### src/design/mpiq_pkg.sv
// Shared types and constants for the MPEG-2 inverse quantizer.
// Used by mpiq_front, mpiq_fifo, mpiq_back and the top level.
`default_nettype none

package mpiq_pkg;

  // Configuration port
  localparam int unsigned CFG_IDX_W  = 1;
  localparam int unsigned CFG_DATA_W = 4;

  localparam logic [CFG_IDX_W-1:0] REG_LUMA_DC   = 1'b0;
  localparam logic [CFG_IDX_W-1:0] REG_CHROMA_DC = 1'b1;

  localparam logic [CFG_DATA_W-1:0] DC_SCALE_RST = 4'd8;

  // Field widths
  localparam int unsigned COEF_W  = 12;
  localparam int unsigned POS_W   = 6;
  localparam int unsigned WEIGHT_W = 8;
  localparam int unsigned QS_W    = 7;
  localparam int unsigned LEVEL_W = 16;

  localparam logic [POS_W-1:0] POS_DC   = 6'd0;
  localparam logic [POS_W-1:0] POS_LAST = 6'd63;

  // Queue between front and back
  localparam int unsigned QUEUE_DEPTH = 2;

  typedef enum logic [1:0] {
    KIND_DC    = 2'd0,
    KIND_INTRA = 2'd1,
    KIND_INTER = 2'd2
  } mpiq_kind_e;

  // Classified item: the back end computes opa * opb (low 16 bits) and
  // then shifts and signs according to kind.
  typedef struct packed {
    mpiq_kind_e         kind;
    logic               zero;
    logic               neg;
    logic [LEVEL_W-1:0] opa;
    logic [LEVEL_W-1:0] opb;
    logic               block_end;
  } mpiq_op_t;

endpackage

`default_nettype wire

### src/design/mpiq_front.sv
// Front end: accepts coefficient items, classifies them and forms the
// multiplier operands (q = quant_scale * weight). Depends on mpiq_pkg.
`default_nettype none

module mpiq_front (
  input  wire logic                                clk_i,
  input  wire logic                                rst_ni,
  input  wire logic                                in_valid_i,
  output logic                                     in_ready_o,
  input  wire logic signed [mpiq_pkg::COEF_W-1:0]  coefficient_i,
  input  wire logic [mpiq_pkg::POS_W-1:0]          position_i,
  input  wire logic [mpiq_pkg::WEIGHT_W-1:0]       weight_i,
  input  wire logic [mpiq_pkg::QS_W-1:0]           quant_scale_i,
  input  wire logic                                is_intra_i,
  input  wire logic                                is_luma_i,
  input  wire logic [mpiq_pkg::CFG_DATA_W-1:0]     luma_dc_scale_i,
  input  wire logic [mpiq_pkg::CFG_DATA_W-1:0]     chroma_dc_scale_i,
  output logic                                     op_valid_o,
  input  wire logic                                op_ready_i,
  output mpiq_pkg::mpiq_op_t                       op_o
);
  import mpiq_pkg::*;

  logic                        valid_q;
  mpiq_op_t                    op_q, op_d;
  logic [COEF_W-1:0]           coef_u;
  logic                        neg;
  logic [COEF_W-1:0]           mag;
  logic [QS_W+WEIGHT_W-1:0]    q;
  logic [CFG_DATA_W-1:0]       dc_scale;
  logic                        accept;

  assign coef_u   = coefficient_i;
  assign neg      = coef_u[COEF_W-1];
  assign mag      = neg ? (~coef_u + 12'd1) : coef_u;
  assign q        = (QS_W+WEIGHT_W)'(quant_scale_i) * (QS_W+WEIGHT_W)'(weight_i);
  assign dc_scale = is_luma_i ? luma_dc_scale_i : chroma_dc_scale_i;

  always_comb begin
    op_d.zero      = (coef_u == '0);
    op_d.neg       = neg;
    op_d.block_end = (position_i == POS_LAST);
    if (is_intra_i && position_i == POS_DC) begin
      op_d.kind = KIND_DC;
      op_d.opa  = {{(LEVEL_W-COEF_W){coef_u[COEF_W-1]}}, coef_u};
      op_d.opb  = {{(LEVEL_W-CFG_DATA_W){1'b0}}, dc_scale};
    end else if (is_intra_i) begin
      op_d.kind = KIND_INTRA;
      op_d.opa  = {{(LEVEL_W-COEF_W){1'b0}}, mag};
      op_d.opb  = {1'b0, q};
    end else begin
      // (2|c| + 1) * q
      op_d.kind = KIND_INTER;
      op_d.opa  = {{(LEVEL_W-COEF_W-1){1'b0}}, mag, 1'b1};
      op_d.opb  = {1'b0, q};
    end
  end

  assign in_ready_o = !valid_q || op_ready_i;
  assign accept     = in_valid_i && in_ready_o;
  assign op_valid_o = valid_q;
  assign op_o       = op_q;

  always_ff @(posedge clk_i or negedge rst_ni) begin
    if (!rst_ni) begin
      valid_q <= 1'b0;
    end else if (accept) begin
      valid_q <= 1'b1;
    end else if (op_ready_i) begin
      valid_q <= 1'b0;
    end
  end

  always_ff @(posedge clk_i) begin
    if (accept) begin
      op_q <= op_d;
    end
  end

endmodule

`default_nettype wire

### src/design/mpiq_fifo.sv
// Short queue of classified items between front and back end.
// Depends on mpiq_pkg for the item type.
`default_nettype none

module mpiq_fifo #(
  parameter int unsigned Depth = mpiq_pkg::QUEUE_DEPTH
) (
  input  wire logic                clk_i,
  input  wire logic                rst_ni,
  input  wire logic                push_valid_i,
  output logic                     push_ready_o,
  input  wire mpiq_pkg::mpiq_op_t  push_data_i,
  output logic                     pop_valid_o,
  input  wire logic                pop_ready_i,
  output mpiq_pkg::mpiq_op_t       pop_data_o
);
  import mpiq_pkg::*;

  localparam int unsigned PtrW = (Depth > 1) ? $clog2(Depth) : 1;
  localparam int unsigned CntW = $clog2(Depth + 1);

  mpiq_op_t          mem_q [Depth];
  logic [PtrW-1:0]   wr_ptr_q, wr_ptr_d, rd_ptr_q, rd_ptr_d;
  logic [CntW-1:0]   cnt_q, cnt_d;
  logic              push, pop;

  assign push_ready_o = (cnt_q != CntW'(Depth));
  assign pop_valid_o  = (cnt_q != '0);
  assign pop_data_o   = mem_q[rd_ptr_q];
  assign push         = push_valid_i && push_ready_o;
  assign pop          = pop_valid_o && pop_ready_i;

  always_comb begin
    wr_ptr_d = wr_ptr_q;
    rd_ptr_d = rd_ptr_q;
    cnt_d    = cnt_q;
    if (push) begin
      wr_ptr_d = (wr_ptr_q == PtrW'(Depth - 1)) ? '0 : wr_ptr_q + 1'b1;
    end
    if (pop) begin
      rd_ptr_d = (rd_ptr_q == PtrW'(Depth - 1)) ? '0 : rd_ptr_q + 1'b1;
    end
    if (push && !pop) begin
      cnt_d = cnt_q + 1'b1;
    end else if (pop && !push) begin
      cnt_d = cnt_q - 1'b1;
    end
  end

  always_ff @(posedge clk_i or negedge rst_ni) begin
    if (!rst_ni) begin
      wr_ptr_q <= '0;
      rd_ptr_q <= '0;
      cnt_q    <= '0;
    end else begin
      wr_ptr_q <= wr_ptr_d;
      rd_ptr_q <= rd_ptr_d;
      cnt_q    <= cnt_d;
    end
  end

  always_ff @(posedge clk_i) begin
    if (push) begin
      mem_q[wr_ptr_q] <= push_data_i;
    end
  end

endmodule

`default_nettype wire

### src/design/mpiq_back.sv
// Back end: one 16x16 multiply, shift, sign restore and mismatch control,
// into the output register. Depends on mpiq_pkg.
`default_nettype none

module mpiq_back (
  input  wire logic                                clk_i,
  input  wire logic                                rst_ni,
  input  wire logic                                op_valid_i,
  output logic                                     op_ready_o,
  input  wire mpiq_pkg::mpiq_op_t                  op_i,
  output logic                                     out_valid_o,
  input  wire logic                                out_ready_i,
  output logic signed [mpiq_pkg::LEVEL_W-1:0]      level_o,
  output logic                                     block_end_o
);
  import mpiq_pkg::*;

  logic                  out_valid_q;
  logic [LEVEL_W-1:0]    level_q, level_d;
  logic                  block_end_q;
  logic                  parity_q, parity_d;
  logic                  pop;
  logic [LEVEL_W-1:0]    product;
  logic [LEVEL_W-1:0]    mag16;
  logic [LEVEL_W-1:0]    signed_mag;
  logic [LEVEL_W-1:0]    lvl;
  logic                  par_x;

  assign op_ready_o = !out_valid_q || out_ready_i;
  assign pop        = op_valid_i && op_ready_o;

  // only the low 16 bits of the product are ever used
  assign product = op_i.opa * op_i.opb;

  // intra: arithmetic shift by 3, inter: logical shift by 4
  assign mag16      = (op_i.kind == KIND_INTRA) ? LEVEL_W'($signed(product) >>> 3)
                                                : (product >> 4);
  assign signed_mag = op_i.neg ? (~mag16 + 16'd1) : mag16;

  always_comb begin
    case (op_i.kind) inside
      KIND_DC:    lvl = product;
      KIND_INTRA,
      KIND_INTER: lvl = op_i.zero ? '0 : signed_mag;
      default:    lvl = '0;
    endcase
  end

  // mismatch control: parity starts at one, toggles LSB of the last
  // coefficient when the inter level sum is even
  assign par_x = parity_q ^ lvl[0];

  always_comb begin
    level_d  = lvl;
    parity_d = parity_q;
    if (op_i.kind == KIND_INTER) begin
      parity_d = par_x;
      if (op_i.block_end && par_x) begin
        level_d = {lvl[LEVEL_W-1:1], ~lvl[0]};
      end
    end
    if (op_i.block_end) begin
      parity_d = 1'b1;
    end
  end

  always_ff @(posedge clk_i or negedge rst_ni) begin
    if (!rst_ni) begin
      out_valid_q <= 1'b0;
      parity_q    <= 1'b1;
    end else begin
      if (pop) begin
        out_valid_q <= 1'b1;
        parity_q    <= parity_d;
      end else if (out_ready_i) begin
        out_valid_q <= 1'b0;
      end
    end
  end

  always_ff @(posedge clk_i) begin
    if (pop) begin
      level_q     <= level_d;
      block_end_q <= op_i.block_end;
    end
  end

  assign out_valid_o = out_valid_q;
  assign level_o     = level_q;
  assign block_end_o = block_end_q;

  a_parity_reset_at_end: assert property (@(posedge clk_i) disable iff (!rst_ni)
    pop && op_i.block_end |=> parity_q)
    else $error("parity not reset after block end");

  a_parity_tracks_inter: assert property (@(posedge clk_i) disable iff (!rst_ni)
    pop && op_i.kind == KIND_INTER && !op_i.block_end
    |=> parity_q == ($past(parity_q) ^ level_q[0]))
    else $error("parity does not follow inter level LSB");

  a_intra_keeps_parity: assert property (@(posedge clk_i) disable iff (!rst_ni)
    pop && op_i.kind != KIND_INTER && !op_i.block_end |=> $stable(parity_q))
    else $error("intra item changed parity");

  a_intra_zero: assert property (@(posedge clk_i) disable iff (!rst_ni)
    pop && op_i.kind == KIND_INTRA && op_i.zero |=> level_q == '0)
    else $error("zero intra AC coefficient gave nonzero level");

endmodule

`default_nettype wire

### src/design/mpeg2_inverse_quantizer_unit.sv
// Top level of the MPEG-2 inverse quantizer with mismatch control.
// Instantiates mpiq_front, mpiq_fifo and mpiq_back; depends on mpiq_pkg.
//
// Usage:
//   Input channel (in_valid_i/in_ready_o): one quantized coefficient per
//   item, raster order, with its weight, quant_scale and intra/luma flags.
//   Output channel (out_valid_o/out_ready_i): one dequantized level per
//   item, in order; block_end_o marks the result for position 63.
//   Config port: cfg_we_i writes cfg_data_i into register cfg_index_i
//   (0 = luma DC scale, 1 = chroma DC scale) in the same cycle, no wait.
//   Write only while no item is in flight.
// Timing:
//   out_valid_o rises once an item has passed the front register, the queue
//   and the back output register. Throughput is one item per cycle while
//   out_ready_i stays high; the back end holds one 16x16 multiplier, the
//   front one 7x8 multiplier.
// Reset: DC scales return to 8, mismatch parity to one, all pipeline
//   stages and the queue empty.
// Stall: when out_ready_i is low the output register holds, the back end
//   stops popping, the queue fills, then the front and finally in_ready_o
//   drop. Up to four items are buffered inside.
`default_nettype none

module mpeg2_inverse_quantizer_unit #(
  parameter int unsigned QueueDepth = mpiq_pkg::QUEUE_DEPTH
) (
  input  wire logic                                clk_i,
  input  wire logic                                rst_ni,
  // configuration
  input  wire logic                                cfg_we_i,
  input  wire logic [mpiq_pkg::CFG_IDX_W-1:0]      cfg_index_i,
  input  wire logic [mpiq_pkg::CFG_DATA_W-1:0]     cfg_data_i,
  // input items
  input  wire logic                                in_valid_i,
  output logic                                     in_ready_o,
  input  wire logic signed [mpiq_pkg::COEF_W-1:0]  coefficient_i,
  input  wire logic [mpiq_pkg::POS_W-1:0]          position_i,
  input  wire logic [mpiq_pkg::WEIGHT_W-1:0]       weight_i,
  input  wire logic [mpiq_pkg::QS_W-1:0]           quant_scale_i,
  input  wire logic                                is_intra_i,
  input  wire logic                                is_luma_i,
  // result items
  output logic                                     out_valid_o,
  input  wire logic                                out_ready_i,
  output logic signed [mpiq_pkg::LEVEL_W-1:0]      level_o,
  output logic                                     block_end_o
);
  import mpiq_pkg::*;

  // DC scale registers
  logic [CFG_DATA_W-1:0] luma_dc_scale_q;
  logic [CFG_DATA_W-1:0] chroma_dc_scale_q;

  always_ff @(posedge clk_i or negedge rst_ni) begin
    if (!rst_ni) begin
      luma_dc_scale_q   <= DC_SCALE_RST;
      chroma_dc_scale_q <= DC_SCALE_RST;
    end else if (cfg_we_i) begin
      unique case (cfg_index_i)
        REG_LUMA_DC:   luma_dc_scale_q   <= cfg_data_i;
        REG_CHROMA_DC: chroma_dc_scale_q <= cfg_data_i;
        default: ;
      endcase
    end
  end

  // front -> queue
  logic     fr_valid, fr_ready;
  mpiq_op_t fr_op;
  // queue -> back
  logic     bk_valid, bk_ready;
  mpiq_op_t bk_op;

  mpiq_front u_front (
    .clk_i             (clk_i),
    .rst_ni            (rst_ni),
    .in_valid_i        (in_valid_i),
    .in_ready_o        (in_ready_o),
    .coefficient_i     (coefficient_i),
    .position_i        (position_i),
    .weight_i          (weight_i),
    .quant_scale_i     (quant_scale_i),
    .is_intra_i        (is_intra_i),
    .is_luma_i         (is_luma_i),
    .luma_dc_scale_i   (luma_dc_scale_q),
    .chroma_dc_scale_i (chroma_dc_scale_q),
    .op_valid_o        (fr_valid),
    .op_ready_i        (fr_ready),
    .op_o              (fr_op)
  );

  mpiq_fifo #(
    .Depth (QueueDepth)
  ) u_queue (
    .clk_i        (clk_i),
    .rst_ni       (rst_ni),
    .push_valid_i (fr_valid),
    .push_ready_o (fr_ready),
    .push_data_i  (fr_op),
    .pop_valid_o  (bk_valid),
    .pop_ready_i  (bk_ready),
    .pop_data_o   (bk_op)
  );

  mpiq_back u_back (
    .clk_i       (clk_i),
    .rst_ni      (rst_ni),
    .op_valid_i  (bk_valid),
    .op_ready_o  (bk_ready),
    .op_i        (bk_op),
    .out_valid_o (out_valid_o),
    .out_ready_i (out_ready_i),
    .level_o     (level_o),
    .block_end_o (block_end_o)
  );

endmodule

`default_nettype wire

### config.mk
export PLATFORM = sky130hd
export DESIGN_NAME = mpeg2_inverse_quantizer_unit
export DESIGN_NICKNAME = d
export VERILOG_FILES = /design/src/design/mpiq_pkg.sv /design/src/design/mpiq_front.sv /design/src/design/mpiq_fifo.sv /design/src/design/mpiq_back.sv /design/src/design/mpeg2_inverse_quantizer_unit.sv
export SDC_FILE = /design/constraint.sdc
export NUM_CORES = 1
export LEC_CHECK = 0
export BUFFER_PORTS_ARGS = -buffer_cell sky130_fd_sc_hd__buf_2
export CORE_MARGIN = 8
export CORE_UTILIZATION = 60
export CTS_BUF_LIST = sky130_fd_sc_hd__clkbuf_4 sky130_fd_sc_hd__clkbuf_8 sky130_fd_sc_hd__clkbuf_16
export DETAILED_ROUTE_END_ITERATION = 8
export HOLD_SLACK_MARGIN = 0.15
export PLACE_DENSITY = 0.86
export SLEW_MARGIN = 40
export SYNTH_ARGS = -nofsm -noshare
export SYNTH_HDL_FRONTEND = slang
export SYNTH_HIERARCHICAL = 1
export SYNTH_SLANG_ARGS = --single-unit
### constraint.sdc
create_clock -name clk_i -period 9.9 [get_ports clk_i]
set_input_delay 0.495 -clock clk_i [delete_from_list [all_inputs] [get_ports clk_i]]
set_output_delay 0.495 -clock clk_i [all_outputs]
set_load 0.02 [all_outputs]
==> impl_metrics.csv, run 1 <==
group,metric,value,unit
status,run_status,"completed",
floorplanning,dieWidth,161,um
drt,vias_per_cell,5.69,
floorplanning,io_pins,64,
timing,fin_crit_sh,0.742,
timing,setup-tns-final,0,ns
cts,insertion_delay,0.43,ns
worst_setup_path,cp-start-kind,"register",
floorplanning,fp.dieH,161,um
drt,via_count,8536,
timing,final_max_slew_viol_count,0,
yosys,synth_xor_area_frac,0.0572,
yosys,synth_top_family_by_area,"adder cells",
grt,grt_pass1_wl,42800,um
floorplanning,core,20800,um^2
yosys,synth_flop_cell,"edfxtp_1",
floorplanning,initial_utilization,0.604,
drt,ant_nets,0,
timing,relSlewSlack,0.552,
layout,drive_gt1_frac,0.153,
yosys,ys_seq_area_frac,0.328,
layout,fin_area,13700,um^2
timing,rsz0062_at_grt,"no",
grt,grt_max_degree,39,
yosys,synth_mux_area_frac,0.0580,
timing,fin_worst_skew,0.0173,ns
yosys,syn_area,12600,um^2
grt,grt_overflow,0,
cts,clkSlewWorstSetupHoldPaths,0.07,ns
yosys,syn-num-nets,1407,
layout,fillers,1512,
layout,layout_commonest_cell,"inv_1",
yosys,synth_warnings,6,
worst_setup_path,cp_max_fo,38,
grt,antenna_found_initial,0,
yosys,synth_edf_count,125,
cts,ctsResizeCount,0,
timing,hold_viol,0,
timing,fin_crit,7.34,ns
yosys,synth-simple-area-share,0.148,
timing,fmax,136,MHz
timing,fin_hold_ws,0.271,ns
worst_setup_path,worstPathRequired,10.06,ns
placement,routabilityCongestion,0.898,
drt,drt_iter0_drc,541,
layout,area_delta_synth_final,8.50,%
worst_setup_path,worstSetupEndpointType,"register",
grt,grt.total_usage,0.203,
placement,place_area,13100,um^2
yosys,ys_async_sr_fraction,0.107,
grt,grt_pass1_vias,8916,
cts,cts_buffers,17,
worst_setup_path,path_class,"reg -> reg",
layout,mostFrequentLayoutCells,"inv_1, edfxtp_1, and2_1",
drt,drc,0,
yosys,syn_inst,1165,
layout,diodes,0,
drt,routedWlPerCell,17.2,um
min_path,hold_path.class,"in -> reg",
floorplanning,rows,53,
cts,cts.sinks,140,
placement,io_buffers,63,
yosys,synth_adder_area_share,0.261,
floorplanning,dieArea,25900,um^2
cts,htreeDepth,4,
drt,routed_wl,25800,um
cts,cts_tree,"built",
drt,dr.pass1.iters,6,
placement,place_hpwl,19400,um
worst_setup_path,arrival,7.50,ns
flow_run,cap_violations,0,
layout,fin_nets,1454,
cts,clk_path_buf_depth,2,
yosys,synth_seq_cells,140,
yosys,syn_area_per_cell,10.8,um^2
cts,cts_root_buf,"clkbuf_16",
yosys,synth-compound-area-share,0.0825,
timing,setup_viol,0,
yosys,yosysUniqueCellTypes,86,
timing,tightestPinTransition,0.667,ns
flip-flops by register name, indices dropped and copies added (netlist names), 2 cells and up:
name and flops:
u_front/op_o 34, chroma_dc_scale_q 4, luma_dc_scale_q 4, u_back/level_o 16, u_queue/cnt_q 2, u_queue/mem_q 74
critical path, stage by stage (launching register included):
cell      delay, ns
dfrtp_4        0.82
mux2_2         0.52
and2_1         0.21
fa_1           0.53
inv_1          0.06
fa_1           0.49
fa_1           0.51
inv_1          0.04
ha_1           0.31
fa_1           0.53
inv_1          0.05
fa_1           0.52
inv_1          0.04
ha_1           0.26
nor3_1         0.25
o21ai_1        0.18
o22ai_1        0.24
o31ai_1        0.11
a311oi_2       0.55
nand3_1        0.16
or3b_1         0.43
a21boi_1       0.14
o22ai_1        0.08
timing repair:
action	CTS	global route
endpoints found under the hold margin	12	0
hold buffers	1	0
buffers inserted	0	0
cell families (layout without fill, tap and decap cells):
logic type,Yosys count,count (layout)
AND/OR/NAND/NOR,349,349
adder cells (fa/ha/maj),197,197
buffers and inverters,196,256
AO/OA/AOI/OAI,146,146
flip-flops,140,140
XOR/XNOR,78,78
multiplexers,58,58
other,1,1
through the flow:
stage,cells,utilization,setup slack (ns)
floorplan,1165,-,3.18
global placement,1465,0.626,2.39
detailed placement,1467,0.628,2.58
CTS,1500,0.656,2.59
global route,1500,0.656,2.15
finish,1500,0.656,2.56
cell usage after synthesis, types with 4 or more instances:
cell type	count	area, um^2
xnor2_1	48	420
a31oi_1	5	31.3
mux2i_1	11	110
o211ai_1	6	45.0
o31ai_1	4	30.0
and2_1	120	751
o22ai_1	9	56.3
nand3_1	14	70.1
a21oi_1	38	190
nand2b_1	6	37.5
mux2_2	23	259
nor2_1	40	150
nand2_1	114	428
a21o_1	4	30.0
o21ai_1	6	30.0
edfxtp_1	125	3750
mux2_4	24	360
o21a_1	5	37.5
buf_2	5	25.0
dfrtp_1	12	300
ha_1	88	1100
buf_6	5	56.3
and3_1	4	25.0
fa_1	109	2180
xor2_1	28	245
nand4_1	8	50.1
clkbuf_1	24	90.1
or3_1	4	25.0
o21ai_0	29	145
inv_1	151	567
nor3_1	8	40.0
metal layers:
metal	global-route usage	vias to the layer above	share of wire
met3	0.0374	67	0.052
met1	0.249	4166	0.42
met2	0.348	306	0.50
met5	0	-	0
li1	-	3997	-
met4	0.0854	0	0.029
worst paths after layout:
check	from	end	slack [ns]	depth (start not counted)
hold reg to reg	u_front/op_o[3]	u_queue/mem_q[0][3]	0.45	0
min in group asynchronous	rst_ni	u_queue/cnt_q[1]	0.51	2
max in group asynchronous	rst_ni	chroma_dc_scale_q[3]	9.05	2
setup / recovery	u_queue/rd_ptr_q	u_back/level_o[14]	2.56	22
setup reg to reg	u_queue/rd_ptr_q	u_back/level_o[14]	2.56	22
hold / removal	in_valid_i	u_front/op_valid_o	0.27	2
area by class of cell:
type	count	area (um^2)	share of cell area
Multi-Input combinational cell	829	7640	0.560
Clock buffer	17	425	0.0312
Inverter	155	582	0.0426
Tap cell	275	344	0.0252
Timing Repair Buffer	69	370	0.0271
Clock inverter	15	151	0.0111
Sequential cell	140	4140	0.303
Power of run 1 is not shown: default switching activity piles up to over one toggle a cycle in this logic, so the estimate is an artifact.
==> run 2: changes to the inputs <==
==> constraint.sdc (replaced) <==
create_clock -name clk_i -period 7.2 [get_ports clk_i]
set_input_delay 0.36 -clock clk_i [delete_from_list [all_inputs] [get_ports clk_i]]
set_output_delay 0.36 -clock clk_i [all_outputs]
set_load 0.02 [all_outputs]
==> run 2 against run 1 <==
Compared with the run above:
- register-to-register slack lost 2.4 ns
- worst hold slack got worse by 0.10 ns
- wire length is 5.9% higher
- setup slack got worse by 2.4 ns
- cell count is 1.3% higher
- die area is the same
- critical path type unchanged
- utilization up 1.3 points
==> impl_metrics.csv, run 2 (synthesized netlist as in run 1, its figures left out) <==
group,metric,value,unit
timing,fin_hold_ws,0.169,ns
floorplanning,dieWidth,161,um
grt,grt_overflow,0,
cts,cts_buffers,17,
drt,drc,0,
timing,hold_viol,0,
timing,fmax,143,MHz
cts,cts_tree,"built",
grt,grt.total_usage,0.208,
status,run_status,"completed",
layout,mostFrequentLayoutCells,"inv_1, edfxtp_1, and2_1",
drt,via_count,8772,
placement,routabilityCongestion,0.934,
timing,setup_viol,0,
worst_setup_path,cp_max_fo,9,
timing,fin_crit_sh,0.973,
worst_setup_path,reg2regPathDepth,23,
drt,dr.pass1.iters,5,
timing,tightestPinTransition,0.644,ns
worst_setup_path,crit_chain,"clkbuf_4 > mux2_2 > and2_1 > fa_1 > inv_1 > fa_1 > fa_1 > fa_1 > inv_1 > fa_1 > inv_1 > fa_1 > inv_1 > ha_1 > inv_2 > a21oi_2 > and2_2 > o41ai_4 > nor4_4 > nand3_1 > or3b_1 > a21boi_1 > o22ai_1",
cts,cts.sinks,140,
cts,clk_path_buf_depth,2,
floorplanning,io_pins,64,
cts,clkSlewWorstSetupHoldPaths,0.07,ns
layout,area_delta_synth_final,10.6,%
worst_setup_path,path_class,"reg -> reg",
cts,cts_root_buf,"clkbuf_16",
flow_run,cap_violations,0,
drt,ant_nets,0,
placement,dp.cells,1477,
grt,grt_pass1_vias,9027,
floorplanning,initial_utilization,0.604,
min_path,holdPathStages,2,
worst_setup_path,critPathMostFrequentCell,"fa_1",
layout,fillers,1480,
placement,place_hpwl,20000,um
layout,largest_register_ffs,74,
layout,layout_commonest_cell,"inv_1",
floorplanning,rows,53,
placement,io_buffers,63,
drt,routed_wl,27400,um
worst_setup_path,worstSetupEndpointType,"register",
layout,fin_nets,1474,
worst_setup_path,critical_path.slowest_cell,"fa_1",
layout,drive_gt1_frac,0.175,
layout,max_flop_register,"u_queue/mem_q",
floorplanning,dieArea,25900,um^2
cts,insertion_delay,0.43,ns
worst_setup_path,worstPathRequired,7.37,ns
drt,drt_iter0_drc,620,
timing,fin_crit,7.00,ns
cts,htreeDepth,4,
layout,layout.area.seq,4140,um^2
drt,vias_per_cell,5.77,
layout,multi_input_area,7720,um^2
grt,grt_pass1_wl,44000,um
grt,grt_max_degree,38,
drt,routedWlPerCell,18.0,um
layout,fin_cells,1520,
timing,fin_worst_skew,0.0143,ns
min_path,hold_path.class,"in -> reg",
timing,relSlewSlack,0.568,
layout,diodes,0,
grt,antenna_found_initial,0,
floorplanning,fp.dieH,161,um
timing,final_max_slew_viol_count,0,
worst_setup_path,cpPeakStageDelay,0.56,ns
worst_setup_path,arrival,7.17,ns
worst_setup_path,cp-start-kind,"register",
floorplanning,core,20800,um^2
-- run 2: worst paths after layout --
path                                       start                    to  slack [ns]
worst min register to register  u_front/op_o[15]  u_queue/mem_q[0][15]        0.44
worst max register to register  u_queue/rd_ptr_q    u_back/level_o[14]        0.20
max in group asynchronous                 rst_ni  chroma_dc_scale_q[3]        6.47
worst min-delay path               cfg_data_i[1]  chroma_dc_scale_q[1]        0.17
worst max-delay path            u_queue/rd_ptr_q    u_back/level_o[14]        0.20
min in group asynchronous                 rst_ni      u_queue/wr_ptr_q        0.39
-- run 2: metrics by stage --
| step | setup WS, ns | cell area, um^2 | util | setup TNS, ns |
|---|---|---|---|---|
| 6_report | 0.197 | 13900 | 0.669 | 0 |
| 3_5_place_dp | 0.122 | 13100 | 0.631 | 0 |
| 4_1_cts | 0.127 | 13800 | 0.661 | 0 |
| 3_3_place_gp | 0.229 | 13100 | 0.630 | 0 |
| 5_1_grt | -0.0418 | 13900 | 0.669 | -0.0943 |
| 2_1_floorplan | 0.480 | 12600 | - | 0 |
-- run 2: metal layers --
layer / vias up / part of all wire / global-route usage / routed length [um]
li1: 4039 / - / - / -
met1: 4328 / 0.42 / 0.255 / 11400
met2: 347 / 0.51 / 0.364 / 13900
met3: 58 / 0.049 / 0.0325 / 1340
met4: 0 / 0.025 / 0.0808 / 688
met5: - / 0 / 0 / 0
-- run 2: layout make-up --
type | instances | area share
Tap cell | 275 | 0.0247
Multi-Input combinational cell | 829 | 0.554
Inverter | 155 | 0.0418
Sequential cell | 140 | 0.297
Clock inverter | 15 | 0.0139
Clock buffer | 17 | 0.0306
Timing Repair Buffer | 89 | 0.0376
-- run 2: critical path, delay by kind of cell (launching register included) --
family	cells	cell delay [ns]
DFF	1	0.49
buffers and inverters	6	0.56
muxes	1	0.45
AOI/OAI and AO/OA	4	0.52
adders and majority gates	7	3.44
and+or+nand+nor	5	1.25
-- run 2: repair_timing --
item                                    CTS  global route
hold buffers                              1             0
endpoints found under the hold margin    13             0
gates resized for setup                   0            19
setup buffers                             0            10
endpoints found under the setup margin    0             5
Power of run 2 is left out for the same reason.
==> run 3: changes to the inputs <==
--- a/config.mk
+++ b/config.mk
@@ -5,13 +5,13 @@
 export SDC_FILE = /design/constraint.sdc
 export NUM_CORES = 1
 export LEC_CHECK = 0
-export BUFFER_PORTS_ARGS = -buffer_cell sky130_fd_sc_hd__buf_2
 export CORE_MARGIN = 8
 export CORE_UTILIZATION = 60
 export CTS_BUF_LIST = sky130_fd_sc_hd__clkbuf_4 sky130_fd_sc_hd__clkbuf_8 sky130_fd_sc_hd__clkbuf_16
 export DETAILED_ROUTE_END_ITERATION = 8
+export DONT_BUFFER_PORTS = 1
 export HOLD_SLACK_MARGIN = 0.15
-export PLACE_DENSITY = 0.86
+export PLACE_DENSITY = 0.84
 export SLEW_MARGIN = 40
 export SYNTH_ARGS = -nofsm -noshare
 export SYNTH_HDL_FRONTEND = slang
==> run 3 against run 2 <==
Compared with the run above:
- cell area shrank 1.8%
- highest routed layer unchanged
- global-route usage is 0.51 points lower
- wire length is 4.3% lower
- setup slack better by 0.11 ns
- die area is the same
- via count fell by 4.4%
- first-iteration DRC count up 0.65%
==> impl_metrics.csv, run 3 (synthesized netlist as in run 1, its figures left out) <==
group,metric,value,unit
timing,fin_hold_ws,0.168,ns
layout,area_delta_synth_final,8.66,%
drt,dr.pass1.iters,5,
drt,routed_wl,26200,um
grt,grt_pass1_vias,8865,
floorplanning,dieArea,25900,um^2
grt,grt_overflow,0,
placement,place_hpwl,19500,um
worst_setup_path,cp_max_fo,11,
worst_setup_path,cp-start-kind,"register",
worst_setup_path,worstPathRequired,7.35,ns
status,run_status,"completed",
layout,largest_register_ffs,74,
drt,drc,0,
grt,antenna_found_initial,0,
cts,cts.sinks,140,
worst_setup_path,critPathMostFrequentCell,"fa_1",
min_path,hold_path.class,"in -> reg",
timing,fin_worst_skew,0.0150,ns
cts,cts_tree,"built",
drt,drt_iter0_drc,624,
timing,hold_viol,0,
worst_setup_path,cpPeakStageDelay,0.52,ns
floorplanning,io_pins,64,
flow_run,cap_violations,0,
drt,routedWlPerCell,17.9,um
layout,fin_nets,1418,
layout,fillers,1482,
timing,fmax,145,MHz
floorplanning,dieWidth,161,um
layout,fin_area,13700,um^2
worst_setup_path,critical_path.slowest_cell,"fa_1",
drt,vias_per_cell,5.73,
floorplanning,fp.dieH,161,um
cts,clk_path_buf_depth,2,
cts,htreeDepth,4,
timing,fin_crit_sh,0.957,
worst_setup_path,arrival,7.04,ns
timing,tightestPinTransition,0.752,ns
timing,setup_viol,0,
layout,drive_gt1_frac,0.125,
placement,io_buffers,0,
cts,cts_root_buf,"clkbuf_16",
floorplanning,initial_utilization,0.604,
grt,grt_pass1_wl,43100,um
cts,cts_buffers,17,
floorplanning,core,20800,um^2
cts,insertion_delay,0.43,ns
cts,clkSlewWorstSetupHoldPaths,0.07,ns
layout,layout_commonest_cell,"inv_1",
worst_setup_path,crit_chain,"clkbuf_2 > buf_4 > clkbuf_16 > mux2_4 > and2_1 > fa_1 > inv_1 > fa_1 > inv_1 > fa_1 > inv_1 > fa_1 > fa_1 > fa_1 > xor2_1 > xnor2_1 > xnor2_1 > xnor2_1 > xnor3_4 > xnor2_4 > or3b_1 > a21boi_2 > o22ai_1",
layout,diodes,0,
drt,via_count,8382,
layout,max_flop_register,"u_queue/mem_q",
placement,place_area,12800,um^2
layout,fin_cells,1464,
worst_setup_path,path_class,"reg -> reg",
drt,ant_nets,0,
grt,grt_max_degree,38,
floorplanning,rows,53,
worst_setup_path,worstSetupEndpointType,"register",
layout,mostFrequentLayoutCells,"inv_1, edfxtp_1, and2_1",
timing,final_max_slew_viol_count,0,
placement,routabilityCongestion,0.885,
timing,fin_crit,6.89,ns
timing,relSlewSlack,0.495,
placement,dp.cells,1410,
grt,grt.total_usage,0.203,
[run 3: final cells by class]
cell class | instances | area [um^2] | area share
Sequential cell | 140 | 4130 | 0.302
Tap cell | 275 | 344 | 0.0252
Timing Repair Buffer | 33 | 342 | 0.0250
Clock inverter | 14 | 148 | 0.0108
Inverter | 155 | 582 | 0.0425
Multi-Input combinational cell | 829 | 7690 | 0.563
Clock buffer | 18 | 433 | 0.0317
[run 3: final timing paths]
path | start | end | depth (start not counted) | slack, ns
setup / recovery | u_queue/rd_ptr_q | u_back/level_o[13] | 23 | 0.31
hold / removal | out_ready_i | u_back/out_valid_o | 2 | 0.17
setup reg to reg | u_queue/rd_ptr_q | u_back/level_o[13] | 23 | 0.31
hold reg to reg | u_front/op_o[15] | u_queue/mem_q[0][15] | 0 | 0.44
max in group asynchronous | rst_ni | chroma_dc_scale_q[3] | 2 | 6.49
min in group asynchronous | rst_ni | u_queue/wr_ptr_q | 2 | 0.39
[run 3: what timing repair did]
action,in CTS,in global routing
hold buffers,9,2
buffers inserted,0,9
gates resized for setup,0,11
endpoints found under the hold margin,35,13
setup endpoints to repair,0,4
[run 3: worst max-delay path, delay by kind of cell, from the launching register on]
kind	cells	cell delay (ns)
compound gates	2	0.25
xor+xnor	6	1.40
fa+ha+maj	6	2.92
buf+inv	6	0.66
flops	1	0.45
mux	1	0.33
simple gates	2	0.60
[run 3: per-stage QoR]
| step | TNS [ns] | setup slack [ns] | util |
|---|---|---|---|
| 2_1_floorplan | 0 | 0.480 | - |
| 3_3_place_gp | 0 | 0.281 | 0.614 |
| 3_5_place_dp | 0 | 0.169 | 0.617 |
| 4_1_cts | 0 | 0.159 | 0.649 |
| 5_1_grt | -0.0856 | -0.0553 | 0.657 |
| 6_report | 0 | 0.312 | 0.657 |
[run 3: routing by layer]
metal / global-route usage / routed length (um) / vias to the layer above
li1: - / - / 3926
met5: 0 / 0 / -
met2: 0.354 / 13200 / 275
met1: 0.246 / 10700 / 4122
met3: 0.0410 / 1490 / 59
met4: 0.0745 / 721 / 0
Power of run 3 is left out for the same reason.
